===== src/design/rtc_pkg.sv =====
// ----------------------------------------------------------------------------
// rtc_pkg
// Shared types, constants and the multiply-accumulate microprogram for the
// ray/triangle hit unit.
// ----------------------------------------------------------------------------
package rtc_pkg;

  localparam int INDEX_BITS_DEF = 24;

  localparam int ACC_W    = 104;  // exact width of det and the numerators
  localparam int PQ_W     = 68;   // storage width of the cross products
  localparam int OPA_W    = 33;   // edge / offset width
  localparam int HALF_W   = 34;   // split point of the wide multiplier operand
  localparam int MUL_W    = 35;   // signed multiplier input width
  localparam int QUO_W    = 42;   // signed quotient width
  localparam int QBITS    = 40;   // quotient bits produced by the divider
  localparam int NUM_PROD = 24;   // products in one triangle test
  localparam int NUM_STEP = 2 * NUM_PROD;
  localparam int FRAC_ONE = 65536;

  typedef enum logic [3:0] {
    A_D0, A_D1, A_D2, A_S0, A_S1, A_S2,
    A_E10, A_E11, A_E12, A_E20, A_E21, A_E22
  } a_sel_t;

  typedef enum logic [3:0] {
    B_E10, B_E11, B_E12, B_E20, B_E21, B_E22,
    B_P0, B_P1, B_P2, B_Q0, B_Q1, B_Q2
  } b_sel_t;

  typedef enum logic [3:0] {
    DS_NONE, DS_P0, DS_P1, DS_P2, DS_Q0, DS_Q1, DS_Q2,
    DS_DET, DS_NU, DS_NV, DS_NT
  } dest_t;

  typedef struct packed {
    a_sel_t a;
    b_sel_t b;
    logic   neg;
    logic   first;
    logic   last;
    dest_t  dest;
  } mp_rec_t;

  typedef struct packed {
    logic  valid;
    logic  hi;
    logic  neg;
    logic  first;
    logic  last;
    dest_t dest;
  } mac_ctl_t;

  typedef enum logic [3:0] {
    ST_IDLE, ST_MAC, ST_DRAIN, ST_DETCHK, ST_DIV_GO, ST_DIV_WAIT, ST_EVAL, ST_OUT
  } top_state_t;

  typedef enum logic [1:0] {
    DV_IDLE, DV_CHK, DV_RUN
  } div_state_t;

  typedef enum logic [1:0] {
    QS_U, QS_V, QS_T
  } quo_sel_t;

  localparam logic CMD_LOAD = 1'b0;
  localparam logic CMD_TEST = 1'b1;

  // One product of the test per entry: p = d x e2, q = s x e1, det = e1.p,
  // then s.p, d.q and e2.q.
  function automatic mp_rec_t mp_prod(input logic [4:0] n);
    mp_rec_t r;
    r = '{a: A_D0, b: B_E10, neg: 1'b0, first: 1'b0, last: 1'b0, dest: DS_NONE};
    unique case (n)
      5'd0:  r = '{A_D1,  B_E22, 1'b0, 1'b1, 1'b0, DS_NONE};
      5'd1:  r = '{A_D2,  B_E21, 1'b1, 1'b0, 1'b1, DS_P0};
      5'd2:  r = '{A_D2,  B_E20, 1'b0, 1'b1, 1'b0, DS_NONE};
      5'd3:  r = '{A_D0,  B_E22, 1'b1, 1'b0, 1'b1, DS_P1};
      5'd4:  r = '{A_D0,  B_E21, 1'b0, 1'b1, 1'b0, DS_NONE};
      5'd5:  r = '{A_D1,  B_E20, 1'b1, 1'b0, 1'b1, DS_P2};
      5'd6:  r = '{A_S1,  B_E12, 1'b0, 1'b1, 1'b0, DS_NONE};
      5'd7:  r = '{A_S2,  B_E11, 1'b1, 1'b0, 1'b1, DS_Q0};
      5'd8:  r = '{A_S2,  B_E10, 1'b0, 1'b1, 1'b0, DS_NONE};
      5'd9:  r = '{A_S0,  B_E12, 1'b1, 1'b0, 1'b1, DS_Q1};
      5'd10: r = '{A_S0,  B_E11, 1'b0, 1'b1, 1'b0, DS_NONE};
      5'd11: r = '{A_S1,  B_E10, 1'b1, 1'b0, 1'b1, DS_Q2};
      5'd12: r = '{A_E10, B_P0,  1'b0, 1'b1, 1'b0, DS_NONE};
      5'd13: r = '{A_E11, B_P1,  1'b0, 1'b0, 1'b0, DS_NONE};
      5'd14: r = '{A_E12, B_P2,  1'b0, 1'b0, 1'b1, DS_DET};
      5'd15: r = '{A_S0,  B_P0,  1'b0, 1'b1, 1'b0, DS_NONE};
      5'd16: r = '{A_S1,  B_P1,  1'b0, 1'b0, 1'b0, DS_NONE};
      5'd17: r = '{A_S2,  B_P2,  1'b0, 1'b0, 1'b1, DS_NU};
      5'd18: r = '{A_D0,  B_Q0,  1'b0, 1'b1, 1'b0, DS_NONE};
      5'd19: r = '{A_D1,  B_Q1,  1'b0, 1'b0, 1'b0, DS_NONE};
      5'd20: r = '{A_D2,  B_Q2,  1'b0, 1'b0, 1'b1, DS_NV};
      5'd21: r = '{A_E20, B_Q0,  1'b0, 1'b1, 1'b0, DS_NONE};
      5'd22: r = '{A_E21, B_Q1,  1'b0, 1'b0, 1'b0, DS_NONE};
      5'd23: r = '{A_E22, B_Q2,  1'b0, 1'b0, 1'b1, DS_NT};
      default: r = '{A_D0, B_E10, 1'b0, 1'b0, 1'b0, DS_NONE};
    endcase
    return r;
  endfunction

endpackage


===== src/design/rtc_div.sv =====
// ----------------------------------------------------------------------------
// rtc_div
// Restoring divider: trunc(num * 65536 / den), one quotient bit per cycle,
// magnitude saturated at 2^40.
// ----------------------------------------------------------------------------
module rtc_div (
  input  logic                               clk,
  input  logic                               rst_n,
  input  logic                               start,
  input  logic signed [rtc_pkg::ACC_W-1:0]   num,
  input  logic signed [rtc_pkg::ACC_W-1:0]   den,
  output logic                               done,
  output logic signed [rtc_pkg::QUO_W-1:0]   quo
);

  localparam int W = rtc_pkg::ACC_W;
  localparam int QB = rtc_pkg::QBITS;

  rtc_pkg::div_state_t state_r, state_nxt;
  logic [5:0]    cnt_r;
  logic          neg_r, done_r;
  logic [W-1:0]  ad_r, rem_r, an, trial;
  logic [QB-1:0] nlow_r;
  logic [QB:0]   mag_r;
  logic          sat;

  assign an    = num[W-1] ? W'(-num) : W'(num);
  assign sat   = (rem_r >= ad_r);
  assign trial = {rem_r[W-2:0], nlow_r[QB-1]};

  always_comb begin
    state_nxt = state_r;
    unique case (state_r)
      rtc_pkg::DV_IDLE: if (start) state_nxt = rtc_pkg::DV_CHK;
      rtc_pkg::DV_CHK:  state_nxt = sat ? rtc_pkg::DV_IDLE : rtc_pkg::DV_RUN;
      rtc_pkg::DV_RUN:  if (cnt_r == '0) state_nxt = rtc_pkg::DV_IDLE;
      default:          state_nxt = rtc_pkg::DV_IDLE;
    endcase
  end

  always_comb begin
    done = done_r;
    quo  = neg_r ? -$signed({1'b0, mag_r}) : $signed({1'b0, mag_r});
  end

  always_ff @(posedge clk) begin
    if (!rst_n) begin
      state_r <= rtc_pkg::DV_IDLE;
      done_r  <= 1'b0;
    end else begin
      state_r <= state_nxt;
      done_r  <= ((state_r == rtc_pkg::DV_CHK) && sat) ||
                 ((state_r == rtc_pkg::DV_RUN) && (cnt_r == '0));
    end
  end

  always_ff @(posedge clk) begin
    unique case (state_r)
      rtc_pkg::DV_IDLE: begin
        if (start) begin
          neg_r  <= num[W-1] ^ den[W-1];
          ad_r   <= den[W-1] ? W'(-den) : W'(den);
          rem_r  <= an >> 24;
          nlow_r <= {an[23:0], 16'h0000};
          mag_r  <= '0;
          cnt_r  <= 6'(QB - 1);
        end
      end
      rtc_pkg::DV_CHK: begin
        if (sat) begin
          mag_r <= {1'b1, {QB{1'b0}}};
        end
      end
      rtc_pkg::DV_RUN: begin
        if (trial >= ad_r) begin
          rem_r <= trial - ad_r;
          mag_r <= {mag_r[QB-1:0], 1'b1};
        end else begin
          rem_r <= trial;
          mag_r <= {mag_r[QB-1:0], 1'b0};
        end
        nlow_r <= {nlow_r[QB-2:0], 1'b0};
        cnt_r  <= cnt_r - 6'd1;
      end
      default: ;
    endcase
  end

endmodule


===== config.mk =====
export PLATFORM = sky130hd
export DESIGN_NAME = rtc_div
export DESIGN_NICKNAME = d
export VERILOG_FILES = /design/src/design/rtc_pkg.sv /design/src/design/rtc_div.sv
export SDC_FILE = /design/constraint.sdc
export NUM_CORES = 1
export LEC_CHECK = 0
export BUFFER_PORTS_ARGS = -buffer_cell sky130_fd_sc_hd__buf_2
export CORE_ASPECT_RATIO = 0.8
export CORE_MARGIN = 1
export CORE_UTILIZATION = 30
export CTS_BUF_LIST = sky130_fd_sc_hd__clkbuf_16
export DETAILED_ROUTE_END_ITERATION = 16
export SYNTH_ARGS = -nofsm -noshare
export SYNTH_HDL_FRONTEND = slang
export SYNTH_SLANG_ARGS = --single-unit

===== constraint.sdc =====
create_clock -name clk -period 11.4 [get_ports clk]
set_input_delay 0 -clock clk [delete_from_list [all_inputs] [get_ports clk]]
set_output_delay 0 -clock clk [all_outputs]
set_load 0.02 [all_outputs]

Word level (Yosys, flattened, before mapping)
Index checks and enable logic that the tools add are counted.
{"block": "totals", "ff_bits": 299, "input_bits": 211, "output_inout_bits": 43, "wordCells": 51}
{"block": "classes", "n_addsub": 5, "n_lt_le_gt_ge": 2, "n_eq_ne": 5, "mux": 18, "bitwise": 1, "reduce_logical": 11}
{"op": "$mux 104", "count": 3}
{"op": "$ge 104x104->1", "count": 2}
{"op": "$neg 104->104", "count": 2}
{"op": "$pmux 104 s2", "count": 1}
{"op": "$pmux 41 s3", "count": 1}
{"op": "$sub 104x104->104", "count": 1}
{"op": "$mux 103", "count": 1}
{"op": "$mux 41", "count": 2}
{"op": "$pmux 40 s2", "count": 1}
{"op": "$mux 42", "count": 1}
{"op": "$neg 41->42", "count": 1}
{"op": "$mux 40", "count": 1}
{"op": "$pmux 6 s2", "count": 1}
{"op": "$logic_not 6->1", "count": 1}
{"op": "$mux 2", "count": 3}
{"op": "$mux 6", "count": 1}
{"op": "$pmux 2 s3", "count": 1}
{"op": "$reduce_and 2->1", "count": 3}
{"op": "$sub 6x1->6 const B", "count": 1}
{"op": "$ne 2x2->1 const B", "count": 2}
{"op": "$reduce_and 3->1", "count": 1}
{"op": "$reduce_bool 3->1", "count": 1}
{"op": "$eq 2x1->1 const B", "count": 1}
{"op": "$eq 2x2->1 const B", "count": 1}
{"op": "other kinds (7)", "count": 8}

Longest topological paths before layout
{"block": "logic_depth", "ltp_word": 4, "mapped_depth": 18}

Worst setup path after synthesis
Ideal clock, no wire load.
{"block": "synth_path", "kind": "register to register", "from": "register rem_r[1]", "to": "register mag_r[0], enable pin", "t_arrival_ns": 4.720, "required_ns": 10.910, "slack_ns": 6.190, "path_stages_with_launch": 14, "n_path_buf": 0, "cell_sequence": "edfxtp_1 > ha_1 > nor2b_1 > o21ai_0 > nand2_1 > a21oi_1 > o21ai_0 > a211o_1 > a211oi_1 > o21a_1 > o211ai_1 > a31oi_1 > and2_1 > nor3_1"}
{"block": "synth_between", "elab_chain_len": 3}
{"element": "start: declaration", "line_no": "rtc_div.sv:22", "text": "logic [W-1:0] ad_r, rem_r, an, trial;"}
{"element": "start signal: assignment", "line_no": "rtc_div.sv:63", "text": "rem_r <= an >> 24;"}
{"element": "start signal: assignment", "line_no": "rtc_div.sv:76", "text": "rem_r <= trial - ad_r;"}
{"element": "start signal: assignment", "line_no": "rtc_div.sv:79", "text": "rem_r <= trial;"}
{"element": "$ge 104x104->1", "line_no": "rtc_div.sv:28", "text": "assign sat = (rem_r >= ad_r);"}
{"element": "$ne 2x2->1 (no source line)"}
{"element": "$reduce_and 3->1 (no source line)"}
{"element": "end signal: assignment", "line_no": "rtc_div.sv:71", "text": "mag_r <= {1'b1, {QB{1'b0}}};"}
{"element": "end signal: assignment", "line_no": "rtc_div.sv:77", "text": "mag_r <= {mag_r[QB-1:0], 1'b1};"}
{"element": "end signal: assignment", "line_no": "rtc_div.sv:80", "text": "mag_r <= {mag_r[QB-1:0], 1'b0};"}
{"element": "end: declaration", "line_no": "rtc_div.sv:24", "text": "logic [QB:0] mag_r;"}
No other way between the ends.
A chain may end at the register's enable or synchronous reset.

Final worst setup path
{"block": "layout_path", "from": "register nlow_r[39]", "to": "register rem_r[1] (data pin)"}
{"block": "layout_between", "elab_chain_len": 3, "elab_cells_between_ends": 4}
{"element": "start: declaration", "line_no": "rtc_div.sv:23", "text": "logic [QB-1:0] nlow_r;"}
{"element": "start signal: assignment", "line_no": "rtc_div.sv:64", "text": "nlow_r <= {an[23:0], 16'h0000};"}
{"element": "start signal: assignment", "line_no": "rtc_div.sv:82", "text": "nlow_r <= {nlow_r[QB-2:0], 1'b0};"}
{"element": "$sub 104x104->104 or $ge 104x104->1 (tied branches)", "line_no": "rtc_div.sv:76, rtc_div.sv:75"}
{"element": "$mux 104 *", "line_no": "rtc_div.sv:75", "text": "if (trial >= ad_r) begin"}
{"element": "$pmux 104 s2 *", "line_no": "rtc_div.sv:58", "text": "unique case (state_r)"}
Every way passes the cells marked *; elsewhere a longest branch is shown, timed or not.

==> results.ini <==
[detailed_routing]
detail_route.drc_violations=0
ant_nets=0
drt_wl_total_um=91200
avgRoutedWirePerCell_um=19.9
drt-vias-per-instance=5.41
firstDrtPassIters=6
routed-via-count=24800
initial_drc_count=2459

[placed_design]
place.gp.congestion=0.951
hpwlAfterDp_um=69900
port_buffers=253
placed_cells_incl_taps=4244

[synthesis]
async_flop_share=0
synth.most_common_cell=a21oi_1
syn_area_um2=25800
synth-edff-count=280
synth.cells.most_frequent=a21oi_1, edfxtp_1, nor2_1, xnor2_1, nand2_1
netlist.area_leader.share=0.326
synth_top_cells_by_area=edfxtp_1, ha_1, xnor2_1
synth_top_area_cell=edfxtp_1
synthesis.yosys.warnings=0
synth.ff_latch_count=283
synth.net_count=3429
yosysSeqAreaShare=0.328
post_synth.cell_area_avg_um2=8.60
cell_count_after_synthesis=3000
ys.flop_type=edfxtp_1
post_synth_num_cell_types=89

[grt]
grt_max_degree=185
grt.total_usage=0.205
overflow=0
grt_first_pass_wirelength_um=139000
number_of_antenna_violations_at_the_first_check_in_global_routing=17
vias_in_the_first_global_route=23100

[critical_path]
cp_max_fanout=184
critPathKind=reg -> reg
cp-end-kind=register
start_kind=register
arrival_ns=5.29
timing.critical_path.required_ns=11.66

[final_layout]
final-instance-count-excl-fill=4573
multi_input_comb_area_um2=16300
finish.net_count=3852
postLayoutCoreUtil=0.378
layout-drive-gt1-share=0.112
areaGrowthSynthToFinish_pct=23.9
register_area_um2=8470
filler_cell_count=8535

[job]
max_cap_violations=0

[status]
outcome=completed

[timing]
min_period_over_period=0.441
worst_clock_skew_ns=0.0392
timing_hold_violations_final=0
max_clock_freq_mhz=199
final-max-slew-violation-count=0
finalCriticalPeriod_ns=5.03
fin_setup_tns_ns=0
rsz0062_at_grt=no
timing.max_slew.rel_slack=0.167
finalSetupViolCount=0
worst_slew_pin_slew_ns=1.24

[clocking]
worst_skew_pair.late_latency_ns=0.58
cts-root-to-sink-buffers=3
cts_buffers=38
clkTransAtPathRegs_ns=0.05
cts.sink_count=283
ctsRootBufferMaster=clkbuf_16
post-cts-setup-buffers=0
cts_tree=done
cts.htree.levels=2

[floorplan]
floorplan.rows=95
floorplan.core_area_um2=84500
floorplan.initialDensity=0.305
die_w_um=330
die_height_um=264
number_of_top_level_design_ports=254
die-area_um2=87100

[pwr]
totalPowerFinal_mw=4.50
powerDensity_nw_per_um2=141
power_leakage_nw=12.8
worst_ir_drop_vdd_uv=87.4

[min_path]
hold_class=in -> reg

## flip-flops by register name, indices dropped and copies added, names as in the netlist
signal and count:
cnt_r 6, neg_r 1, mag_r 41, nlow_r 24
done 1, state_r 2, rem_r 104, ad_r 104
## area by class of cell
| cell class | instances | share of cell area |
|---|---|---|
| antenna | 6 | 0.000470 |
| clock buffer | 41 | 0.0321 |
| sequential | 283 | 0.265 |
| timing repair buffer | 520 | 0.123 |
| multi-input combinational | 2433 | 0.510 |
| inverter | 147 | 0.0173 |
| tap | 1115 | 0.0436 |
| clock inverter | 28 | 0.00908 |
## final timing paths
| kind | startpoint | to | slack, ns | cells past startpoint |
|---|---|---|---|---|
| worst min-delay path | num[26] | rem_r[2] | 0.03 | 4 |
| worst max register to register | nlow_r[39] | rem_r[1] | 6.37 | 16 |
| worst max-delay path | nlow_r[39] | rem_r[1] | 6.37 | 16 |
| worst min register to register | nlow_r[21] | nlow_r[22] | 0.53 | 2 |
## power breakdown
part           switching [mW]  internal, mW
clock network           0.494         0.784
logic                    1.10         0.700
registers               0.100          1.32
total                    1.70          2.80
## timing repair
item,CTS,global route
resized for setup,0,0
setup endpoints to repair,0,0
hold buffers,254,0
endpoints found under the hold margin,207,0
## placed cells by master (no fill, tap or decap), types with 7 or more instances in the layout
master / Yosys / layout
or4_1: 30 / 30
and3_1: 47 / 47
xor2_1: 86 / 86
dlygate4sd3_1: 0 / 254
nor4_1: 40 / 40
inv_1: 146 / 150
or3_1: 51 / 51
mux2i_1: 18 / 18
buf_4: 1 / 14
nand4_1: 70 / 70
a21boi_0: 7 / 7
a211oi_1: 8 / 7
nor2b_1: 22 / 22
clkbuf_16: 0 / 41
ha_1: 217 / 216
a31oi_1: 16 / 16
o21a_1: 20 / 20
a21oi_1: 311 / 311
nor2_1: 253 / 253
nand2_1: 250 / 250
nand2b_1: 28 / 28
or2_2: 23 / 23
nand3b_1: 8 / 8
clkinv_1: 1 / 10
o31ai_1: 56 / 56
and4_1: 9 / 9
buf_2: 4 / 251
and2_1: 24 / 23
nor3_1: 51 / 50
a21o_1: 109 / 109
o41ai_1: 38 / 38
edfxtp_1: 280 / 280
o21bai_1: 29 / 29
o21ai_0: 217 / 217
xnor2_1: 252 / 252
nand3_1: 50 / 50
## through the flow
step	hold WS (ns)	instance area, µm²	setup WS [ns]
final	0.0285	32000	6.37
after CTS	0.00266	31900	6.47
after floorplan	0.0989	25800	6.19
after global placement	0.257	28100	6.65
after detailed placement	0.249	28100	6.47
after global routing	0.0307	32000	6.00
## logic make-up after synthesis
group | count (synthesis) | share of synthesized area
AOI/OAI and AO/OA | 872 | 0.209
buffers and inverters | 284 | 0.0417
and+or+nand+nor | 985 | 0.193
adders and majority gates | 218 | 0.106
muxes | 20 | 0.00786
DFF | 283 | 0.328
xor gates and xnor gates | 338 | 0.115
## critical path, stage by stage, from the launching register on
cell,delay [ns]
edfxtp_1,0.38
inv_1,0.07
ha_1,0.16
inv_1,0.06
fa_1,0.40
a21oi_1,0.23
nor2_1,0.08
or2_2,0.31
a21oi_1,0.41
o21ba_2,0.26
o211ai_1,0.25
a31oi_1,0.39
o21ai_0,0.23
a211oi_4,0.31
buf_12,0.56
mux2i_1,0.28
a21oi_1,0.09
## routing by layer
metal	GRT usage	wire length [µm]	vias up
li1	-	-	11900
met1	0.316	44100	11700
met2	0.280	36200	1017
met3	0.0455	8550	125
met4	0.0522	2140	14
met5	0	95	-
Power figures use the tool's default switching activity.
