## src/design/rtc_pkg.sv

```systemverilog
// ----------------------------------------------------------------------------
// rtc_pkg
// Shared types, constants and the multiply-accumulate microprogram for the
// ray/triangle hit unit.
// ----------------------------------------------------------------------------
package rtc_pkg;

  localparam int INDEX_BITS_DEF = 24;

  localparam int ACC_W    = 104;  // exact width of det and the numerators
  localparam int PQ_W     = 68;   // storage width of the cross products
  localparam int OPA_W    = 33;   // edge / offset width
  localparam int HALF_W   = 34;   // split point of the wide multiplier operand
  localparam int MUL_W    = 35;   // signed multiplier input width
  localparam int QUO_W    = 42;   // signed quotient width
  localparam int QBITS    = 40;   // quotient bits produced by the divider
  localparam int NUM_PROD = 24;   // products in one triangle test
  localparam int NUM_STEP = 2 * NUM_PROD;
  localparam int FRAC_ONE = 65536;

  typedef enum logic [3:0] {
    A_D0, A_D1, A_D2, A_S0, A_S1, A_S2,
    A_E10, A_E11, A_E12, A_E20, A_E21, A_E22
  } a_sel_t;

  typedef enum logic [3:0] {
    B_E10, B_E11, B_E12, B_E20, B_E21, B_E22,
    B_P0, B_P1, B_P2, B_Q0, B_Q1, B_Q2
  } b_sel_t;

  typedef enum logic [3:0] {
    DS_NONE, DS_P0, DS_P1, DS_P2, DS_Q0, DS_Q1, DS_Q2,
    DS_DET, DS_NU, DS_NV, DS_NT
  } dest_t;

  typedef struct packed {
    a_sel_t a;
    b_sel_t b;
    logic   neg;
    logic   first;
    logic   last;
    dest_t  dest;
  } mp_rec_t;

  typedef struct packed {
    logic  valid;
    logic  hi;
    logic  neg;
    logic  first;
    logic  last;
    dest_t dest;
  } mac_ctl_t;

  typedef enum logic [3:0] {
    ST_IDLE, ST_MAC, ST_DRAIN, ST_DETCHK, ST_DIV_GO, ST_DIV_WAIT, ST_EVAL, ST_OUT
  } top_state_t;

  typedef enum logic [1:0] {
    DV_IDLE, DV_CHK, DV_RUN
  } div_state_t;

  typedef enum logic [1:0] {
    QS_U, QS_V, QS_T
  } quo_sel_t;

  localparam logic CMD_LOAD = 1'b0;
  localparam logic CMD_TEST = 1'b1;

  // One product of the test per entry: p = d x e2, q = s x e1, det = e1.p,
  // then s.p, d.q and e2.q.
  function automatic mp_rec_t mp_prod(input logic [4:0] n);
    mp_rec_t r;
    r = '{a: A_D0, b: B_E10, neg: 1'b0, first: 1'b0, last: 1'b0, dest: DS_NONE};
    unique case (n)
      5'd0:  r = '{A_D1,  B_E22, 1'b0, 1'b1, 1'b0, DS_NONE};
      5'd1:  r = '{A_D2,  B_E21, 1'b1, 1'b0, 1'b1, DS_P0};
      5'd2:  r = '{A_D2,  B_E20, 1'b0, 1'b1, 1'b0, DS_NONE};
      5'd3:  r = '{A_D0,  B_E22, 1'b1, 1'b0, 1'b1, DS_P1};
      5'd4:  r = '{A_D0,  B_E21, 1'b0, 1'b1, 1'b0, DS_NONE};
      5'd5:  r = '{A_D1,  B_E20, 1'b1, 1'b0, 1'b1, DS_P2};
      5'd6:  r = '{A_S1,  B_E12, 1'b0, 1'b1, 1'b0, DS_NONE};
      5'd7:  r = '{A_S2,  B_E11, 1'b1, 1'b0, 1'b1, DS_Q0};
      5'd8:  r = '{A_S2,  B_E10, 1'b0, 1'b1, 1'b0, DS_NONE};
      5'd9:  r = '{A_S0,  B_E12, 1'b1, 1'b0, 1'b1, DS_Q1};
      5'd10: r = '{A_S0,  B_E11, 1'b0, 1'b1, 1'b0, DS_NONE};
      5'd11: r = '{A_S1,  B_E10, 1'b1, 1'b0, 1'b1, DS_Q2};
      5'd12: r = '{A_E10, B_P0,  1'b0, 1'b1, 1'b0, DS_NONE};
      5'd13: r = '{A_E11, B_P1,  1'b0, 1'b0, 1'b0, DS_NONE};
      5'd14: r = '{A_E12, B_P2,  1'b0, 1'b0, 1'b1, DS_DET};
      5'd15: r = '{A_S0,  B_P0,  1'b0, 1'b1, 1'b0, DS_NONE};
      5'd16: r = '{A_S1,  B_P1,  1'b0, 1'b0, 1'b0, DS_NONE};
      5'd17: r = '{A_S2,  B_P2,  1'b0, 1'b0, 1'b1, DS_NU};
      5'd18: r = '{A_D0,  B_Q0,  1'b0, 1'b1, 1'b0, DS_NONE};
      5'd19: r = '{A_D1,  B_Q1,  1'b0, 1'b0, 1'b0, DS_NONE};
      5'd20: r = '{A_D2,  B_Q2,  1'b0, 1'b0, 1'b1, DS_NV};
      5'd21: r = '{A_E20, B_Q0,  1'b0, 1'b1, 1'b0, DS_NONE};
      5'd22: r = '{A_E21, B_Q1,  1'b0, 1'b0, 1'b0, DS_NONE};
      5'd23: r = '{A_E22, B_Q2,  1'b0, 1'b0, 1'b1, DS_NT};
      default: r = '{A_D0, B_E10, 1'b0, 1'b0, 1'b0, DS_NONE};
    endcase
    return r;
  endfunction

endpackage

```

## src/design/rtc_mac.sv

```systemverilog
// ----------------------------------------------------------------------------
// rtc_mac
// Shared 35x35 multiplier with a wide accumulator; builds p, q, det and the
// three numerators one partial product per cycle.
// ----------------------------------------------------------------------------
module rtc_mac (
  input  logic                                  clk,
  input  logic                                  rst_n,
  input  logic                                  load,
  input  logic [2:0][rtc_pkg::OPA_W-1:0]        d_in,
  input  logic [2:0][rtc_pkg::OPA_W-1:0]        s_in,
  input  logic [2:0][rtc_pkg::OPA_W-1:0]        e1_in,
  input  logic [2:0][rtc_pkg::OPA_W-1:0]        e2_in,
  input  logic                                  issue,
  input  logic [5:0]                            step,
  output logic signed [rtc_pkg::ACC_W-1:0]      det,
  output logic signed [rtc_pkg::ACC_W-1:0]      num_u,
  output logic signed [rtc_pkg::ACC_W-1:0]      num_v,
  output logic signed [rtc_pkg::ACC_W-1:0]      num_t
);

  localparam int PROD_W = 2 * rtc_pkg::MUL_W;

  logic [2:0][rtc_pkg::OPA_W-1:0] d_r, s_r, e1_r, e2_r;
  logic [2:0][rtc_pkg::PQ_W-1:0]  p_r, q_r;
  logic signed [rtc_pkg::ACC_W-1:0] acc_r, acc_nxt, det_r, nu_r, nv_r, nt_r;
  logic signed [PROD_W-1:0]       prod_r, prod_nxt;
  rtc_pkg::mac_ctl_t              ctl_r, ctl_nxt;
  rtc_pkg::mp_rec_t               rec;
  logic [rtc_pkg::OPA_W-1:0]      a_val;
  logic [rtc_pkg::PQ_W-1:0]       b_val;
  logic signed [rtc_pkg::MUL_W-1:0] a_op, b_op;
  logic signed [rtc_pkg::ACC_W-1:0] term, base;

  assign rec = rtc_pkg::mp_prod(step[5:1]);

  always_comb begin
    unique case (rec.a)
      rtc_pkg::A_D0:  a_val = d_r[0];
      rtc_pkg::A_D1:  a_val = d_r[1];
      rtc_pkg::A_D2:  a_val = d_r[2];
      rtc_pkg::A_S0:  a_val = s_r[0];
      rtc_pkg::A_S1:  a_val = s_r[1];
      rtc_pkg::A_S2:  a_val = s_r[2];
      rtc_pkg::A_E10: a_val = e1_r[0];
      rtc_pkg::A_E11: a_val = e1_r[1];
      rtc_pkg::A_E12: a_val = e1_r[2];
      rtc_pkg::A_E20: a_val = e2_r[0];
      rtc_pkg::A_E21: a_val = e2_r[1];
      rtc_pkg::A_E22: a_val = e2_r[2];
      default:        a_val = '0;
    endcase
  end

  always_comb begin
    unique case (rec.b)
      rtc_pkg::B_E10: b_val = {{(rtc_pkg::PQ_W-rtc_pkg::OPA_W){e1_r[0][32]}}, e1_r[0]};
      rtc_pkg::B_E11: b_val = {{(rtc_pkg::PQ_W-rtc_pkg::OPA_W){e1_r[1][32]}}, e1_r[1]};
      rtc_pkg::B_E12: b_val = {{(rtc_pkg::PQ_W-rtc_pkg::OPA_W){e1_r[2][32]}}, e1_r[2]};
      rtc_pkg::B_E20: b_val = {{(rtc_pkg::PQ_W-rtc_pkg::OPA_W){e2_r[0][32]}}, e2_r[0]};
      rtc_pkg::B_E21: b_val = {{(rtc_pkg::PQ_W-rtc_pkg::OPA_W){e2_r[1][32]}}, e2_r[1]};
      rtc_pkg::B_E22: b_val = {{(rtc_pkg::PQ_W-rtc_pkg::OPA_W){e2_r[2][32]}}, e2_r[2]};
      rtc_pkg::B_P0:  b_val = p_r[0];
      rtc_pkg::B_P1:  b_val = p_r[1];
      rtc_pkg::B_P2:  b_val = p_r[2];
      rtc_pkg::B_Q0:  b_val = q_r[0];
      rtc_pkg::B_Q1:  b_val = q_r[1];
      rtc_pkg::B_Q2:  b_val = q_r[2];
      default:        b_val = '0;
    endcase
  end

  // Low half goes in unsigned, high half signed and weighted by 2^34.
  always_comb begin
    a_op = $signed({{(rtc_pkg::MUL_W-rtc_pkg::OPA_W){a_val[rtc_pkg::OPA_W-1]}}, a_val});
    if (step[0]) begin
      b_op = $signed({b_val[rtc_pkg::PQ_W-1], b_val[rtc_pkg::PQ_W-1:rtc_pkg::HALF_W]});
    end else begin
      b_op = $signed({1'b0, b_val[rtc_pkg::HALF_W-1:0]});
    end
    prod_nxt = a_op * b_op;
    ctl_nxt = '{valid: issue, hi: step[0], neg: rec.neg, first: rec.first,
                last: rec.last, dest: rec.dest};
  end

  always_comb begin
    term = $signed({{(rtc_pkg::ACC_W-PROD_W){prod_r[PROD_W-1]}}, prod_r});
    if (ctl_r.hi) begin
      term = term <<< rtc_pkg::HALF_W;
    end
    base = (ctl_r.first && !ctl_r.hi) ? '0 : acc_r;
    acc_nxt = ctl_r.neg ? (base - term) : (base + term);
  end

  always_ff @(posedge clk) begin
    if (!rst_n) begin
      ctl_r <= '0;
    end else begin
      ctl_r <= ctl_nxt;
    end
  end

  always_ff @(posedge clk) begin
    if (load) begin
      d_r  <= d_in;
      s_r  <= s_in;
      e1_r <= e1_in;
      e2_r <= e2_in;
    end
    prod_r <= prod_nxt;
    if (ctl_r.valid) begin
      acc_r <= acc_nxt;
      if (ctl_r.last && ctl_r.hi) begin
        unique case (ctl_r.dest)
          rtc_pkg::DS_P0:  p_r[0] <= acc_nxt[rtc_pkg::PQ_W-1:0];
          rtc_pkg::DS_P1:  p_r[1] <= acc_nxt[rtc_pkg::PQ_W-1:0];
          rtc_pkg::DS_P2:  p_r[2] <= acc_nxt[rtc_pkg::PQ_W-1:0];
          rtc_pkg::DS_Q0:  q_r[0] <= acc_nxt[rtc_pkg::PQ_W-1:0];
          rtc_pkg::DS_Q1:  q_r[1] <= acc_nxt[rtc_pkg::PQ_W-1:0];
          rtc_pkg::DS_Q2:  q_r[2] <= acc_nxt[rtc_pkg::PQ_W-1:0];
          rtc_pkg::DS_DET: det_r  <= acc_nxt;
          rtc_pkg::DS_NU:  nu_r   <= acc_nxt;
          rtc_pkg::DS_NV:  nv_r   <= acc_nxt;
          rtc_pkg::DS_NT:  nt_r   <= acc_nxt;
          default: ;
        endcase
      end
    end
  end

  assign det   = det_r;
  assign num_u = nu_r;
  assign num_v = nv_r;
  assign num_t = nt_r;

endmodule

```

## config.mk

```make
export PLATFORM = sky130hd
export DESIGN_NAME = rtc_mac
export DESIGN_NICKNAME = d
export VERILOG_FILES = /design/src/design/rtc_pkg.sv /design/src/design/rtc_mac.sv
export SDC_FILE = /design/constraint.sdc
export NUM_CORES = 2
export LEC_CHECK = 0
export BUFFER_PORTS_ARGS = -buffer_cell sky130_fd_sc_hd__buf_4
export CORE_ASPECT_RATIO = 0.7
export CORE_UTILIZATION = 55
export DETAILED_ROUTE_END_ITERATION = 7
export GPL_ROUTABILITY_DRIVEN = 0
export PLACE_DENSITY = 0.72
export REMOVE_ABC_BUFFERS = 1
export SLEW_MARGIN = 20
export SYNTH_ARGS = -nofsm -noshare
export SYNTH_HDL_FRONTEND = slang
export SYNTH_SLANG_ARGS = --single-unit
```

## constraint.sdc

```tcl
create_clock -name clk -period 16.29 [get_ports clk]
set_input_delay 0.8145 -clock clk [delete_from_list [all_inputs] [get_ports clk]]
set_output_delay 0.8145 -clock clk [all_outputs]
set_load 0.02 [all_outputs]
```

==> After elaboration in Yosys (flattened, before gate mapping) <==
Memory sizes are Yosys's and may differ from the RTL's.
Index checks and enable logic that the tools add are counted.
{ "classes": {"addsub": 2, "multipliers": 1, "eq_ne": 32, "mux": 6, "reduce_logical": 15} }
{ "ops": {"columns": ["op", "n"], "rows": [
  ["$pmux 68 s12", 1],
  ["$pmux 33 s12", 1],
  ["$mux 104", 2],
  ["$add 104x102->104", 1],
  ["$sub 104x102->104", 1],
  ["$mux 101", 1],
  ["$mul 33x35->68", 1],
  ["$eq 4x3->1 const B", 12],
  ["$eq 4x4->1 const B", 11],
  ["$mux 35", 1],
  ["$reduce_and 3->1", 10],
  ["$eq 4x2->1 const B", 6],
  ["$eq 4x1->1 const B", 3],
  ["$logic_not 4->1", 2],
  ["$logic_and 1x1->1", 2],
  ["$logic_not 1->1", 1]
]} }
{ "word_totals": {"reg_bits": 1401, "mem_bits_ro": 480, "in_bits": 406, "wordCells": 87, "mem_count": 1} }
{ "mem_list": {"columns": ["memory", "words", "word_bits", "read_ports", "rd_clocked_by_memory_dff", "wr", "line_no", "text"], "rows": [
  ["(no name shown)", 32, 15, 1, 0, 0, "rtc_pkg.sv:74", "unique case (n)"]
]} }

==> Longest topological paths before layout <==
{ "depth": {"ltp_word": 5, "depth_mapped": 44, "ltp_nobuf": 40} }

==> Worst setup path before layout <==
Ideal clock, no wire load.
{ "synth_path": {"path_type": "reg2reg", "from": "register ctl_r[8] (netlist bit)", "to": "register nu_r (netlist bit num_u[0]), enable pin", "arrival_ns": 13.048, "t_required_ns": 15.467, "setup_slack_ns": 2.420, "path_stages_with_launch": 3, "path_buffers": 0, "period_less_slack_ns": 13.870, "cell_sequence": "dfxtp_1 > nand3_1 > nor4_1"} }
{ "synth_between": {"elab_chain_len": 1} }
{ "synth_lines": {"columns": ["item", "line_no", "text"], "rows": [
  ["start: declaration", "rtc_mac.sv:28", "rtc_pkg::mac_ctl_t ctl_r, ctl_nxt;"],
  ["start signal: assignment", "rtc_mac.sv:99", "ctl_r <= ctl_nxt;"],
  ["$reduce_and 3->1 (no source line)", null, null],
  ["end signal: assignment", "rtc_mac.sv:122", "rtc_pkg::DS_NU: nu_r <= acc_nxt;"],
  ["end: declaration", "rtc_mac.sv:26", "logic signed [rtc_pkg::ACC_W-1:0] acc_r, acc_nxt, det_r, nu_r, nv_r, nt_r;"]
]} }
No other way between the ends.
A chain may end at the register's enable or synchronous reset.

==> Worst setup path after layout <==
{ "layout_path": {"from": "input port step[2]", "to": "register prod_r[52]"} }
{ "layout_between": {"elab_chain_len": 5, "word_cells_on_any_way": 29} }
{ "layout_lines": {"columns": ["item", "line_no", "text"], "rows": [
  ["start: declaration", "rtc_mac.sv:15", "input logic [5:0] step,"],
  ["$mem_v2 32x15 (*)", null, null],
  ["$eq 4x4->1, or another cell as far along", "rtc_mac.sv:56", "unique case (rec.b)"],
  ["$pmux 68 s12", "rtc_mac.sv:56", null],
  ["$mux 35", "rtc_mac.sv:76", "if (step[0]) begin"],
  ["$mul 33x35->68 (*)", "rtc_mac.sv:81", "prod_nxt = a_op * b_op;"],
  ["net prod_nxt[52]", "rtc_mac.sv:27", "logic signed [PROD_W-1:0] prod_r, prod_nxt;"],
  ["end signal: assignment", "rtc_mac.sv:110", "prod_r <= prod_nxt;"],
  ["end: declaration", "rtc_mac.sv:27", null]
]} }
The timed path passes the listed nets; every way through them passes the cells marked *.

==> flow_summary.json <==
{
  "status": "finished, final reports clean",
  "io_pins": 822,
  "dp_hpwl_um": 272300,
  "htree_levels": 4,
  "syn_to_final_growth_pct": 14.38,
  "nets": 11490,
  "period_needed_ns": 13.83,
  "hold_end": "s_r[71]",
  "synth_edf_count": 1324,
  "crit_top_cell": "fa_1",
  "max-cap-violations": 0,
  "yosysMostFrequentCell": "edfxtp_1",
  "viasPerCell": 6.384,
  "core_mm2": 0.1796,
  "setup_viol": 0,
  "max_freq_mhz": 72.31,
  "maxSlewHeadroom_pct": 7.258,
  "reg2regPathDepth": 33,
  "cpMaxStageDelayCell": "o22a_1",
  "crit_family": "compound AO/OA/AOI/OAI gates",
  "port_buffers": 821,
  "cts_max_path_buffers": 4,
  "syn_avg_cell_area_um2": 11.32,
  "ys_seq_area_share_pct": 41.46,
  "nFillCells": 13710,
  "grt_pass1_vias": 76610,
  "yosys_most_used_dff": "edfxtp_1",
  "cts_resized": 0,
  "holdBufCountCts": 0,
  "slew_violations": 0,
  "synth_seq_cells": 1401,
  "globalRouteTotalUtil_pct": 39.55,
  "start_util_pct": 55.48,
  "multi_input_area_mm2": 0.05260,
  "setup.worst_path.start": "step[2]",
  "clkTransAtPathRegs_ns": 0.06,
  "wl_per_cell_um": 30.06,
  "antenna_found_initial": 30,
  "min_period_over_period_pct": 84.90,
  "grt_pass1_wl_um": 521200,
  "max_stage_delay_ns": 1.06,
  "die_h_um": 358.1,
  "synthCells": 8801,
  "drive_gt1_share_pct": 14.52,
  "worstPathMaxFanout": 31,
  "synthArstFlopShare_pct": 0,
  "ant_nets": 0,
  "tightest_slew_ns": 1.383,
  "path_depth": 38,
  "cts_tree": "done",
  "drc": 0,
  "path_buf_inv": 8,
  "numCtsBuffers": 143,
  "gr-total-overflow": 0,
  "vias": 76910,
  "fin_ws_ns": 2.460,
  "ff2ff_setup_slack_ns": 4.58,
  "cts.sinks": 1401,
  "final.setup_skew_ns": 0.09085,
  "hp-class": "input pin to flop",
  "yosysUniqueCellTypes": 96,
  "r2r-end": "prod_r[63]",
  "seqCellArea_mm2": 0.04131,
  "arrival_ns": 14.49,
  "post_cts_buffers": 0,
  "cp-start-kind": "input pin",
  "clk_latency_ns": 0.84,
  "drt-total-wl_um": 362100,
  "required_ns": 16.95,
  "cts_root_buf": "clkbuf_16",
  "dr.pass1.iters": 8,
  "crit_type": "input pin to flop",
  "setup_tns_ns": 0,
  "dieArea_mm2": 0.1829,
  "ys_warn_count": 0,
  "die_w_um": 510.7,
  "synth.largest_area_cell": "edfxtp_1",
  "hold_viol": 0,
  "drtIter0Drc": 12130,
  "dp_slack_ns": 2.528,
  "reg2reg_from": "e1_r[65]",
  "grt_max_degree": 182,
  "crit_path_end_kind": "flop",
  "holdPathStages": 1,
  "fp-row-count": 130,
  "synth_area_leaders": "edfxtp_1 (40%), fa_1 (24%), inv_1 (4.6%), ha_1 (4.2%), nand2_1 (3.8%)",
  "rsz0062_at_grt": "no",
  "netlist_area_mm2": 0.09962,
  "synthTopCellsByCount": "edfxtp_1 (1324), inv_1 (1229), fa_1 (1209)",
  "yosysTopAreaCellShare_pct": 39.91,
  "worstHoldStart": "s_in[71]"
}
==> how the worst max path moves through the flow <==
stage	endpoint	slack [ns]
after detailed placement	prod_r[63]	2.53
after CTS	prod_r[52]	3.14
after global placement	prod_r[63]	2.19
after global routing	prod_r[52]	2.29
after floorplan	num_u[0]	1.14
final	prod_r[52]	2.46
==> routing by layer <==
metal / up-vias / share of wire (%) / wire length (um) / GRT usage [%]
met5: - / 0.17 / 622 / 2.156
met4: 16 / 4.8 / 17480 / 16.01
met3: 1079 / 19 / 70130 / 21.69
met2: 6600 / 40 / 144600 / 53.63
met1: 38210 / 36 / 129300 / 52.22
li1: 31010 / - / - / -
==> flip-flops by register name, summed over array words and instances, names as in the netlist <==
name    cells
num_u     104
q_r       204
acc_r     104
e1_r       99
d_r        99
num_v     104
s_r        99
ctl_r       9
num_t     104
prod_r     68
p_r       204
det       104
e2_r       99
==> cells in the final DEF, fill, tap and decap left out, types with 60 or more instances in the layout <==
master,instances
a21o_1,104
a21oi_1,480
a22oi_1,136
and2_1,155
buf_4,1030
clkbuf_16,147
dfxtp_1,74
edfxtp_1,1324
fa_1,1208
ha_1,331
inv_1,1229
mux2i_1,90
nand2_1,1003
nand2b_1,66
nand3_1,93
nand4_1,60
nor2_1,649
nor2b_1,102
nor3_1,64
o21ai_0,204
xnor2_1,113
xor2_1,131
==> kinds of logic (layout without fill, tap and decap cells) <==
family                   count (synthesis)  after routing  synth area share [%]
adder cells (fa/ha/maj)               1540           1540                 28.45
AND/OR/NAND/NOR                       2398           2398                 10.74
AO/OA/AOI/OAI                         1429           1429                 9.525
flip-flops                            1401           1401                 41.46
buffers and inverters                 1672           2510                 6.492
other                                    0             33                     0
multiplexers                            98             98                 1.020
XOR/XNOR                               263            263                 2.312
==> per-stage QoR <==
step                instances  hold slack (ns)  instance area (um^2)  utilization [%]
floorplan                8358           0.6936                 97770                -
global placement        11770           0.8704                109200            60.79
detailed placement      11770           0.8745                109300            60.84
CTS                     12010           0.1189                113800            63.37
global route            12030           0.1274                113900            63.43
finish                  12050           0.1507                113900            63.45
==> worst reg2reg max path, delay by kind of cell, from the launching register on <==
| family | cells | cell delay [ns] |
|---|---|---|
| AO/OA/AOI/OAI | 12 | 4.87 |
| AND/OR/NAND/NOR | 4 | 0.82 |
| XOR/XNOR | 1 | 0.17 |
| flip-flops | 1 | 0.46 |
| buffers and inverters | 7 | 0.77 |
| adder cells (fa/ha/maj) | 9 | 4.53 |
==> area by class of cell <==
| class | instances | area share (%) |
|---|---|---|
| Antenna cell | 33 | 0.07247 |
| Clock buffer | 174 | 3.317 |
| Tap cell | 2376 | 2.609 |
| Clock inverter | 70 | 0.6566 |
| Inverter | 1229 | 4.049 |
| Multi-Input combinational cell | 5728 | 46.16 |
| Sequential cell | 1401 | 36.25 |
| Timing Repair Buffer | 1037 | 6.878 |
Power is left out: the tool's default activity adds up to more than one toggle a clock period on the data nets, which glitch-free logic cannot reach.
